==> config.mk <==
export PLATFORM = sky130hd
export DESIGN_NAME = vec2d_back
export DESIGN_NICKNAME = d
export VERILOG_FILES = /design/src/vec2d_pkg.sv /design/src/vec2d_back.sv
export SDC_FILE = /design/constraint.sdc
export NUM_CORES = 1
export LEC_CHECK = 0
export ABC_CLOCK_PERIOD_IN_PS = 1900
export BUFFER_PORTS_ARGS = -buffer_cell sky130_fd_sc_hd__buf_2
export CAP_MARGIN = 10
export CORE_AREA = 2 2 205 207
export CTS_BUF_LIST = sky130_fd_sc_hd__clkbuf_8
export CTS_CLUSTER_SIZE = 25
export DETAILED_ROUTE_END_ITERATION = 8
export DIE_AREA = 0 0 207 209
export PLACE_DENSITY = 0.45
export SYNTH_ARGS = -nofsm -noshare
export SYNTH_HDL_FRONTEND = slang
export SYNTH_SLANG_ARGS = --single-unit
==> constraint.sdc <==
create_clock -name clk_i -period 1.9 [get_ports clk_i]
set_clock_uncertainty 0.05 [all_clocks]
set_input_delay 0.285 -clock clk_i [delete_from_list [all_inputs] [get_ports clk_i]]
set_output_delay 0.285 -clock clk_i [all_outputs]
set_load 0.02 [all_outputs]
==> src/vec2d_pkg.sv <==
// ----------------------------------------------------------------------------
// vec2d_pkg: shared types and helpers for the 2-D vector ALU
// Q-format constants, opcodes, pipeline stage record, saturation and divider-step helpers.
// ----------------------------------------------------------------------------
`default_nettype none

package vec2d_pkg;

  localparam int FRAC_BITS = 16;
  localparam int DATA_W    = 32;
  localparam int DIV_W     = DATA_W + FRAC_BITS;  // dividend / quotient width
  localparam int RAD_W     = 2 * DIV_W;           // radicand, two bits per stage
  localparam int SQ_REM_W  = DATA_W + 2;
  localparam int SQ_ROOT_W = DATA_W;

  localparam logic [DATA_W-1:0] RAW_MAX = {1'b0, {(DATA_W-1){1'b1}}};
  localparam logic [DATA_W-1:0] RAW_MIN = {1'b1, {(DATA_W-1){1'b0}}};

  typedef enum logic [2:0] {
    OP_ADD = 3'd0,
    OP_SUB = 3'd1,
    OP_MUL = 3'd2,
    OP_DIV = 3'd3,
    OP_EQ  = 3'd4,
    OP_NE  = 3'd5,
    OP_LEN = 3'd6
  } op_e;

  // one restoring-division lane: dividend shifts out the top, quotient in the bottom
  typedef struct packed {
    logic [DIV_W-1:0]  rq;
    logic [DATA_W-1:0] rem;
    logic [DATA_W-1:0] dsr;
    logic              neg;
    logic              zero;
  } div_lane_t;

  typedef struct packed {
    op_e                  op;
    logic [DATA_W-1:0]    rx;
    logic [DATA_W-1:0]    ry;
    logic                 cmp;
    div_lane_t            dx;
    div_lane_t            dy;
    logic [RAD_W-1:0]     rad;
    logic [SQ_REM_W-1:0]  srem;
    logic [SQ_ROOT_W-1:0] root;
  } stage_t;

  function automatic logic [DATA_W-1:0] sat_sum(input logic [DATA_W:0] v);
    logic [DATA_W-1:0] r;
    if (v[DATA_W] != v[DATA_W-1]) begin
      r = v[DATA_W] ? RAW_MIN : RAW_MAX;
    end else begin
      r = v[DATA_W-1:0];
    end
    return r;
  endfunction

  function automatic logic [DATA_W-1:0] sat_wide(input logic [2*DATA_W-1:0] v);
    logic [DATA_W-1:0] r;
    if ((&v[2*DATA_W-1:DATA_W-1]) || !(|v[2*DATA_W-1:DATA_W-1])) begin
      r = v[DATA_W-1:0];
    end else begin
      r = v[2*DATA_W-1] ? RAW_MIN : RAW_MAX;
    end
    return r;
  endfunction

  function automatic div_lane_t div_step(input div_lane_t l);
    div_lane_t       r;
    logic [DATA_W:0] t;
    logic [DATA_W:0] d;
    t = {l.rem, l.rq[DIV_W-1]};
    d = {1'b0, l.dsr};
    r = l;
    if (t >= d) begin
      r.rem = DATA_W'(t - d);
      r.rq  = {l.rq[DIV_W-2:0], 1'b1};
    end else begin
      r.rem = t[DATA_W-1:0];
      r.rq  = {l.rq[DIV_W-2:0], 1'b0};
    end
    return r;
  endfunction

  function automatic logic [DATA_W-1:0] div_final(input div_lane_t l);
    logic [DATA_W-1:0] r;
    if (l.zero) begin
      r = '0;
    end else if (l.neg) begin
      r = (l.rq > {{FRAC_BITS{1'b0}}, RAW_MIN}) ? RAW_MIN : DATA_W'(-l.rq);
    end else begin
      r = (l.rq > {{FRAC_BITS{1'b0}}, RAW_MAX}) ? RAW_MAX : l.rq[DATA_W-1:0];
    end
    return r;
  endfunction

endpackage

`default_nettype wire

==> src/vec2d_back.sv <==
// ----------------------------------------------------------------------------
// vec2d_back: result selection and output register
// Signs and saturates the quotients, clamps the root, picks by opcode.
// ----------------------------------------------------------------------------
`default_nettype none

module vec2d_back (
  input  wire logic                         clk_i,
  input  wire logic                         rst_ni,
  input  wire logic                         en_i,
  input  wire logic                         valid_i,
  input  wire vec2d_pkg::stage_t            pipe_i,
  output logic                              valid_o,
  output logic [vec2d_pkg::DATA_W-1:0]      rx_o,
  output logic [vec2d_pkg::DATA_W-1:0]      ry_o,
  output logic                              cmp_o
);
  import vec2d_pkg::*;

  logic              valid_q;
  logic [DATA_W-1:0] rx_q, rx_d, ry_q, ry_d;
  logic              cmp_q;

  always_comb begin
    rx_d = pipe_i.rx;
    ry_d = pipe_i.ry;
    unique case (pipe_i.op)
      OP_DIV: begin
        rx_d = div_final(pipe_i.dx);
        ry_d = div_final(pipe_i.dy);
      end
      OP_LEN: begin
        rx_d = (pipe_i.root > RAW_MAX) ? RAW_MAX : pipe_i.root;
        ry_d = '0;
      end
      default: ;
    endcase
  end

  always_ff @(posedge clk_i or negedge rst_ni) begin
    if (!rst_ni) begin
      valid_q <= 1'b0;
    end else if (en_i) begin
      valid_q <= valid_i;
    end
  end

  always_ff @(posedge clk_i) begin
    if (en_i) begin
      rx_q  <= rx_d;
      ry_q  <= ry_d;
      cmp_q <= pipe_i.cmp;
    end
  end

  assign valid_o = valid_q;
  assign rx_o    = rx_q;
  assign ry_o    = ry_q;
  assign cmp_o   = cmp_q;

endmodule

`default_nettype wire

==> flow_summary.toml, run 1 <==
[outcome]
status = "finished with violations"
violations = "setup timing"

[pwr]
switching_share_pct = 32.90
power_frac_seq_pct = 38.3
powerDensity_mw_per_mm2 = 533.8
power.switching_uw = 1581
power.internal_uw = 3225
ir_worst_vdd_mv = 0.3496
power_uw = 4807
power.leakage_uw = 0.003785
combinationalPowerShare_pct = 31.3
clkPwrFrac_pct = 30.3

[die]
rows = 75
pin_count = 528
die-area_mm2 = 0.04326
core_area_mm2 = 0.04129
initial_core_util_pct = 11.75
die_height_um = 209
die_x_um = 207

[sta]
final-max-slew-violation-count = 0
timing.hold.ws_ns = 0.03993
tightest_slew_ns = 0.4464
hold_viol_final = 0
fin_ws_ns = -0.3536
rsz0062_at_grt = "yes"
fin_crit_sh_pct = 118.6
relSlewSlack_pct = 70.24
post-route-min-period_ns = 2.254
setup_viol_count_final = 62
fmax_ghz = 0.4437

[clock_tree]
insertion_delay_ns = 0.38
h-tree-depth = 3
cts_tree = "yes"
cts_buffer_depth = 2
clk_pin_slew_ns = 0.09
cts_buffers = 9
clock_sinks = 66
cts_root_buf = "clkbuf_8"

[setup_path]
r2r_slack_ns = 1.11
critPathLaunchType = "input port"
cp_max_fo = 3
worstReg2RegEnd = "valid_o"
path_class = "input port to flop"
cp-endpoint = "rx_o[27]"
required_ns = 2.10
reg2regPathDepth = 1
r2r_start = "valid_o"
worstSetupStartpoint = "pipe_i[360]"
crit_arrival_ns = 2.45
worstSetupEndpointType = "flop"

[place]
port_buffers = 269
dpl.hpwl_um = 22010
placed_cells = 1505
gp_congestion = 0.8438

[global_route]
grt_pass1_vias = 6384
grt_pass1_wl_um = 40280
antenna_found_initial = 6
top_usage_layer = "met2"
track_usage_pct = 12.32
met2_usage_pct = 20.08
grt_max_degree = 44
grt_use_met3_pct = 3.937
gr-total-overflow = 0
use_met1_pct = 15.27

[routing]
postRouteAntennaNets = 0
drc_errors = 0
vias = 6303
viasPerCell = 4.104
drt_iter0_markers = 314
drtPass1Iterations = 5
drt_wl_total_um = 27140
wire_per_inst_um = 17.67

[cells_and_area]
fin_nets = 1454
final_util_pct = 21.81
final_layout_size_suffix_gt1_share_pct = 54.87
layout_commonest_cell = "buf_2"
fin_cells = 1536
mostFrequentLayoutCells = "buf_2, buf_4, nand2_1"
areaGrowthSynthToFinish_pct = 85.68

[hold_path]
hold_path.class = "input port to flop"
hp-start = "pipe_i[390]"

[yosys]
yosysTopAreaCell = "edfxtp_1"
yosysUniqueCellTypes = 55
synth_ff_type = "edfxtp_1"
synth_cells = 577
syn_area_mm2 = 0.004850
synth.top_cells.by_area = "edfxtp_1, nand2_1, nor2_1"
synth-edff-count = 65
ys_async_sr_fraction_pct = 1.515
synth_nets = 1041
synth_top_area_share_pct = 40.25
ys_ff_latch = 66
seq_area_frac_synth_pct = 40.76
yosysWarnings = 0
avgSynthCellArea_um2 = 8.405

[flow_run]
maxCapViolCount = 0
[worst max-delay path: stages]
cell and delay (ns):
buf_6 0.09, or3_4 0.39, or4_4 0.54, or3_4 0.45
o31ai_4 0.24, mux2_4 0.33, o21ai_2 0.12
[synthesized netlist by cell type (all sizes together) (2+ instances only)]
cell type	number
a21oi	39
a22o	2
a31oi	5
a32o	4
and2	4
buf	3
clkbuf	32
edfxtp	65
ha	2
inv	9
mux2	5
mux2i	3
nand2	85
nand2b	12
nand3	17
nand3b	5
nand4	6
nor2	70
nor2b	4
nor3	9
nor3b	2
nor4	25
nor4b	2
o211ai	2
o21ai	50
o221ai	25
o22ai	12
o311ai	2
o31a	3
o31ai	14
o41ai	6
or2	4
or3	8
or4	8
or4b	2
xnor2	17
xor2	3
[flip-flops by register name, summed over array words and instances, names as in the netlist]
signal,count
rx_o,32
ry_o,32
valid_o,1
cmp_o,1
[final cells by class]
class                           count  area (µm²)
Timing Repair Buffer              437        2808
Fill cell                        4609       32280
Multi-Input combinational cell    467        3269
Clock buffer                       11       151.4
Tap cell                          539       674.4
Inverter                            9       41.29
Sequential cell                    66        1977
Antenna cell                        2       5.005
Clock inverter                      5       78.83
[cells by family after synthesis]
logic type / Yosys count / synth area share [%]
adder cells (fa/ha/maj): 2 / 0.5159
AO/OA/AOI/OAI: 173 / 23.32
flip-flops: 66 / 40.76
AND/OR/NAND/NOR: 264 / 26.55
multiplexers: 8 / 1.780
XOR/XNOR: 20 / 3.612
buffers and inverters: 44 / 3.457
[power groups by stage]
stage | combinational (µW) | clock, µW | sequential [µW]
after floorplan | 398 | 0 | 2030
after detailed placement | 1420 | 0 | 1870
after global routing | 1630 | 1550 | 1860
after CTS | 1490 | 1510 | 1850
after global placement | 1410 | 0 | 1880
final | 1510 | 1460 | 1840
[through the flow]
step	TNS (ns)	area, µm²	worst slack (ns)
2_1_floorplan	-18.38	5112	-0.4590
3_3_place_gp	-36.44	8187	-0.7938
3_5_place_dp	-37.74	8187	-0.8145
4_1_cts	-9.548	8778	-0.2847
5_1_grt	-15.37	9002	-0.3771
6_report	-13.48	9005	-0.3536
[worst min path at each step]
stage / end / slack, ns / cells after the start
global placement: valid_o / 0.01 / 1
detailed placement: valid_o / 0.01 / 1
CTS: cmp_o / 0.01 / 1
global route: cmp_o / 0.02 / 1
floorplan: valid_o / -0.06 / 0
finish: cmp_o / 0.04 / 1
[what timing repair did]
| action | 4_1_cts | 5_1_grt |
|---|---|---|
| buffers inserted | 7 | 7 |
| hold endpoints to repair | 1 | 0 |
| endpoints found under the setup margin | 55 | 64 |
| gates cloned | 1 | 0 |
| resized for setup | 62 | 37 |
| pin swaps | 12 | 15 |
| hold buffers | 1 | 0 |
[per-layer routing]
metal  vias to the layer above  wire [µm]  share of wire (%)
met1                      2934      11570                 43
li1                       3042          -                  -
met2                       282      12530                 46
met5                         -         66               0.24
met4                        10        836                3.1
met3                        35       2144                7.9
(Power assumes the default switching activity.)
==> inputs of run 2 (changes only) <==
PLACE_DENSITY = default   (was 0.45)
PLACE_DENSITY_LB_ADDON = 0.12   (was default)
==> flow_summary.toml, run 2 (synthesized netlist as in run 1, its figures left out) <==
[global_route]
antenna_found_initial = 17
grt_pass1_vias = 6658
gr-total-overflow = 0
grt_max_degree = 51
grt_pass1_wl_um = 44040
track_usage_pct = 13.74

[hold_path]
hp-start = "pipe_i[390]"
min_path_cells = 1
hold-path-endpoint = "cmp_o"
hold_path.class = "input port to flop"

[cells_and_area]
layout_commonest_cell = "buf_2"
final_layout_size_suffix_gt1_share_pct = 55.53
fin_nets = 1462
finish.instance_area_mm2 = 0.009084
fillers = 4619
areaGrowthSynthToFinish_pct = 87.31
mostFrequentLayoutCells = "buf_2, buf_4, nand2_1"

[sta]
fmax_ghz = 0.4567
rsz0062_at_grt = "yes"
setup_viol_count_final = 56
post-route-min-period_ns = 2.190
hold_viol_final = 0
relSlewSlack_pct = 71.59
fin_crit_sh_pct = 115.3
fin_ws_ns = -0.2898
fin_setup_tns_ns = -8.863
timing.hold.ws_ns = 0.03397
tightest_slew_ns = 0.4217
final-max-slew-violation-count = 0

[pwr]
power.switching_uw = 1613
ir_worst_vdd_mv = 0.2933
power_frac_seq_pct = 39.8
power.internal_uw = 3032
switching_share_pct = 34.73
powerDensity_mw_per_mm2 = 511.3
clkPwrFrac_pct = 27.7
power_uw = 4645
power.leakage_uw = 0.003804
combinationalPowerShare_pct = 32.5

[setup_path]
reg2regPathDepth = 1
critPathLaunchType = "input port"
required_ns = 2.07
path_class = "input port to flop"
r2r_start = "valid_o"
worstReg2RegEnd = "valid_o"
crit_arrival_ns = 2.35
cp_max_fo = 8
worstSetupEndpointType = "flop"
r2r_slack_ns = 1.10

[routing]
drc_errors = 0
vias = 6371
viasPerCell = 4.121
wire_per_inst_um = 19.70
drt_iter0_markers = 335
postRouteAntennaNets = 0
drt_wl_total_um = 30450
drtPass1Iterations = 5

[die]
rows = 75
die-area_mm2 = 0.04326
initial_core_util_pct = 11.75
die_height_um = 209
core_area_mm2 = 0.04129
pin_count = 528
die_x_um = 207

[clock_tree]
clk_pin_slew_ns = 0.08
cts_root_buf = "clkbuf_8"
h-tree-depth = 3
cts_buffer_depth = 2
cts_buffers = 9
insertion_delay_ns = 0.37
clock_sinks = 66
cts_tree = "yes"

[outcome]
violations = "setup timing"
status = "finished with violations"

[flow_run]
maxCapViolCount = 0

[place]
placed_cell_area_mm2 = 0.008279
gp_congestion = 0.7620
port_buffers = 269
dpl.hpwl_um = 24230
run 2: power groups by stage:
| stage | registers, µW | clock network, µW | logic, µW |
|---|---|---|---|
| floorplan | 2030 | 0 | 398 |
| global placement | 1890 | 0 | 1430 |
| detailed placement | 1890 | 0 | 1420 |
| CTS | 1860 | 1360 | 1500 |
| global route | 1860 | 1420 | 1650 |
| finish | 1850 | 1290 | 1510 |
run 2: what timing repair did:
item / CTS / global route
buffers inserted: 7 / 4
cloned: 1 / 1
endpoints found under the hold margin: 1 / 0
setup endpoints to repair: 62 / 64
resized for setup: 68 / 39
hold buffers: 1 / 0
pin swaps: 11 / 5
run 2: worst max-delay path by stage:
stage / cells past startpoint / to / slack [ns] / from
after floorplan: 6 / rx_o[27] / -0.46 / pipe_i[360]
after global placement: 9 / rx_o[23] / -0.93 / pipe_i[360]
after detailed placement: 9 / rx_o[23] / -0.95 / pipe_i[360]
after CTS: 8 / rx_o[27] / -0.26 / pipe_i[360]
after global routing: 8 / rx_o[7] / -0.30 / pipe_i[360]
final: 8 / rx_o[7] / -0.29 / pipe_i[360]
run 2: metal layers:
metal / GRT usage [%] / part of all wire [%]
met1: 16.53 / 42
met2: 23.59 / 48
met3: 5.410 / 8.6
met4: 1.921 / 0.65
met5: 0 / 0.55
run 2: stage by stage:
step / instances / setup WS (ns) / utilization, %
after global placement: 1512 / -0.9261 / 20.05
after detailed placement: 1512 / -0.9518 / 20.05
after global routing: 1542 / -0.2964 / 21.98
after floorplan: 577 / -0.4590 / -
final: 1546 / -0.2898 / 22.00
after CTS: 1537 / -0.2578 / 21.47
run 2: critical path, stage by stage:
cell      delay (ns)
buf_6           0.09
or3_4           0.38
or4_4           0.46
nor4_4          0.19
nand2_1         0.09
a311o_2         0.47
buf_8           0.19
o221ai_2        0.19
run 2: cell type report:
type / instances / area, µm² / share of cell area (%)
Clock buffer: 9 / 123.9 / 1.364
Clock inverter: 7 / 71.32 / 0.7851
Tap cell: 539 / 674.4 / 7.424
Sequential cell: 66 / 1977 / 21.76
Multi-Input combinational cell: 467 / 3307 / 36.40
Timing Repair Buffer: 445 / 2879 / 31.69
Antenna cell: 4 / 10.01 / 0.1102
Inverter: 9 / 41.29 / 0.4545
==> inputs of run 3 (changes only) <==
ABC_CLOCK_PERIOD_IN_PS = 2060   (was 1900)
CORE_AREA = 2 2 207 209   (was 2 2 205 207)
DIE_AREA = 0 0 209 211   (was 0 0 207 209)
clock period = 2.06 ns   (was 1.9 ns; I/O delays follow)
==> flow_summary.toml, run 3 (synthesized netlist as in run 1, its figures left out) <==
[routing]
vias = 6231
viasPerCell = 4.033
drtPass1Iterations = 4
drt_wl_total_um = 30420
drc_errors = 0
wire_per_inst_um = 19.69
postRouteAntennaNets = 0
drt_iter0_markers = 318

[place]
place_ws_ns = -0.6093
gp_congestion = 0.7683
dpl.hpwl_um = 24200
port_buffers = 269

[flow_run]
maxCapViolCount = 0

[global_route]
track_usage_pct = 13.63
antenna_found_initial = 12
gr-total-overflow = 0
grt_pass1_wl_um = 43870
grt_pass1_vias = 6622
grt_max_degree = 44

[setup_path]
crit_arrival_ns = 2.44
cp_slowest_stage_delay_ns = 0.53
crit_family = "simple AND/OR/NAND/NOR gates"
worstSetupEndpointType = "flop"
path_class = "input port to flop"
critPathBufInv = 2
required_ns = 2.21
cp_max_fo = 22
crit_chain = "buf_6, or3_4, or4_4, nor4_4, nand2_1, a311o_1, buf_12, o221ai_1"
critPathLaunchType = "input port"
critPathSlowestCell = "or4_4"

[sta]
hold_viol_final = 0
relSlewSlack_pct = 71.02
rsz0062_at_grt = "yes"
setup_viol_count_final = 44
fin_ws_ns = -0.2258
tightest_slew_ns = 0.4307
final-max-slew-violation-count = 0
fmax_ghz = 0.4375
fin_setup_tns_ns = -5.212
post-route-min-period_ns = 2.286
fin_crit_sh_pct = 111.0

[clock_tree]
cts_buffer_depth = 2
cts_buffers = 9
clock_sinks = 66
clk_pin_slew_ns = 0.08
cts_tree = "yes"
insertion_delay_ns = 0.36
h-tree-depth = 3
cts_root_buf = "clkbuf_8"

[pwr]
power.leakage_uw = 0.003823
powerDensity_mw_per_mm2 = 465.9
ir_worst_vdd_mv = 0.2028

[cells_and_area]
mostFrequentLayoutCells = "buf_2, buf_4, nand2_1"
layout_commonest_cell = "buf_2"
final_layout_size_suffix_gt1_share_pct = 55.24
fillers = 4653
areaGrowthSynthToFinish_pct = 87.98
fin_nets = 1460
final_util_pct = 21.83

[outcome]
status = "finished with violations"
violations = "setup timing"

[die]
die-area_mm2 = 0.04410
rows = 75
die_height_um = 211
die_x_um = 209
initial_core_util_pct = 11.61
core_area_mm2 = 0.04176
pin_count = 528

[hold_path]
hold_path.class = "input port to flop"
run 3: area by class of cell:
class	instances	area [µm²]	area share (%)
inverters	9	41.29	0.4529
multi-input cells	467	3332	36.55
clock buffers	9	123.9	1.359
diodes	5	12.51	0.1372
well taps	539	674.4	7.398
repair buffers	443	2902	31.83
clock inverters	7	53.80	0.5902
flip-flops and latches	66	1977	21.69
run 3: path summary, 6_finish.rpt:
kind,start,to,slack (ns),cells past startpoint
min,pipe_i[390],cmp_o,0.07,1
min in group asynchronous,rst_ni,valid_o,0.19,2
max,pipe_i[360],rx_o[7],-0.23,8
min reg2reg,valid_o,valid_o,0.47,1
max in group asynchronous,rst_ni,valid_o,1.69,2
max reg2reg,valid_o,valid_o,1.26,1
run 3: repair_timing:
| action | in CTS | in global routing |
|---|---|---|
| setup buffers | 11 | 5 |
| setup endpoints to repair | 43 | 64 |
| cloned | 2 | 0 |
| endpoints found under the hold margin | 1 | 0 |
| pin swaps | 12 | 21 |
| resized for setup | 49 | 59 |
| hold buffers | 1 | 0 |
run 3: metal layers:
layer	part of all wire [%]	vias up	global-route usage (%)	routed length, µm
li1	-	3055	-	-
met1	43	2907	16.44	12940
met2	48	229	23.64	14520
met3	8.7	26	5.025	2645
met4	0.79	14	1.897	240
met5	0.25	-	0	75
run 3: power breakdown:
| part | switching, µW | internal, µW |
|---|---|---|
| sequential | 66.7 | 1630 |
| combinational | 800 | 606 |
| clock | 601 | 538 |
run 3: stage by stage:
stage / power [µW] / instances / cell area, µm² / hold WS (ns)
final: 4247 / 1545 / 9116 / 0.06641
after floorplan: 2239 / 577 / 5097 / -0.03659
after detailed placement: 3054 / 1506 / 8247 / 0.03697
after global placement: 3065 / 1506 / 8247 / 0.03431
after global routing: 4501 / 1540 / 9104 / 0.03823
after CTS: 4298 / 1536 / 8796 / 0.02719
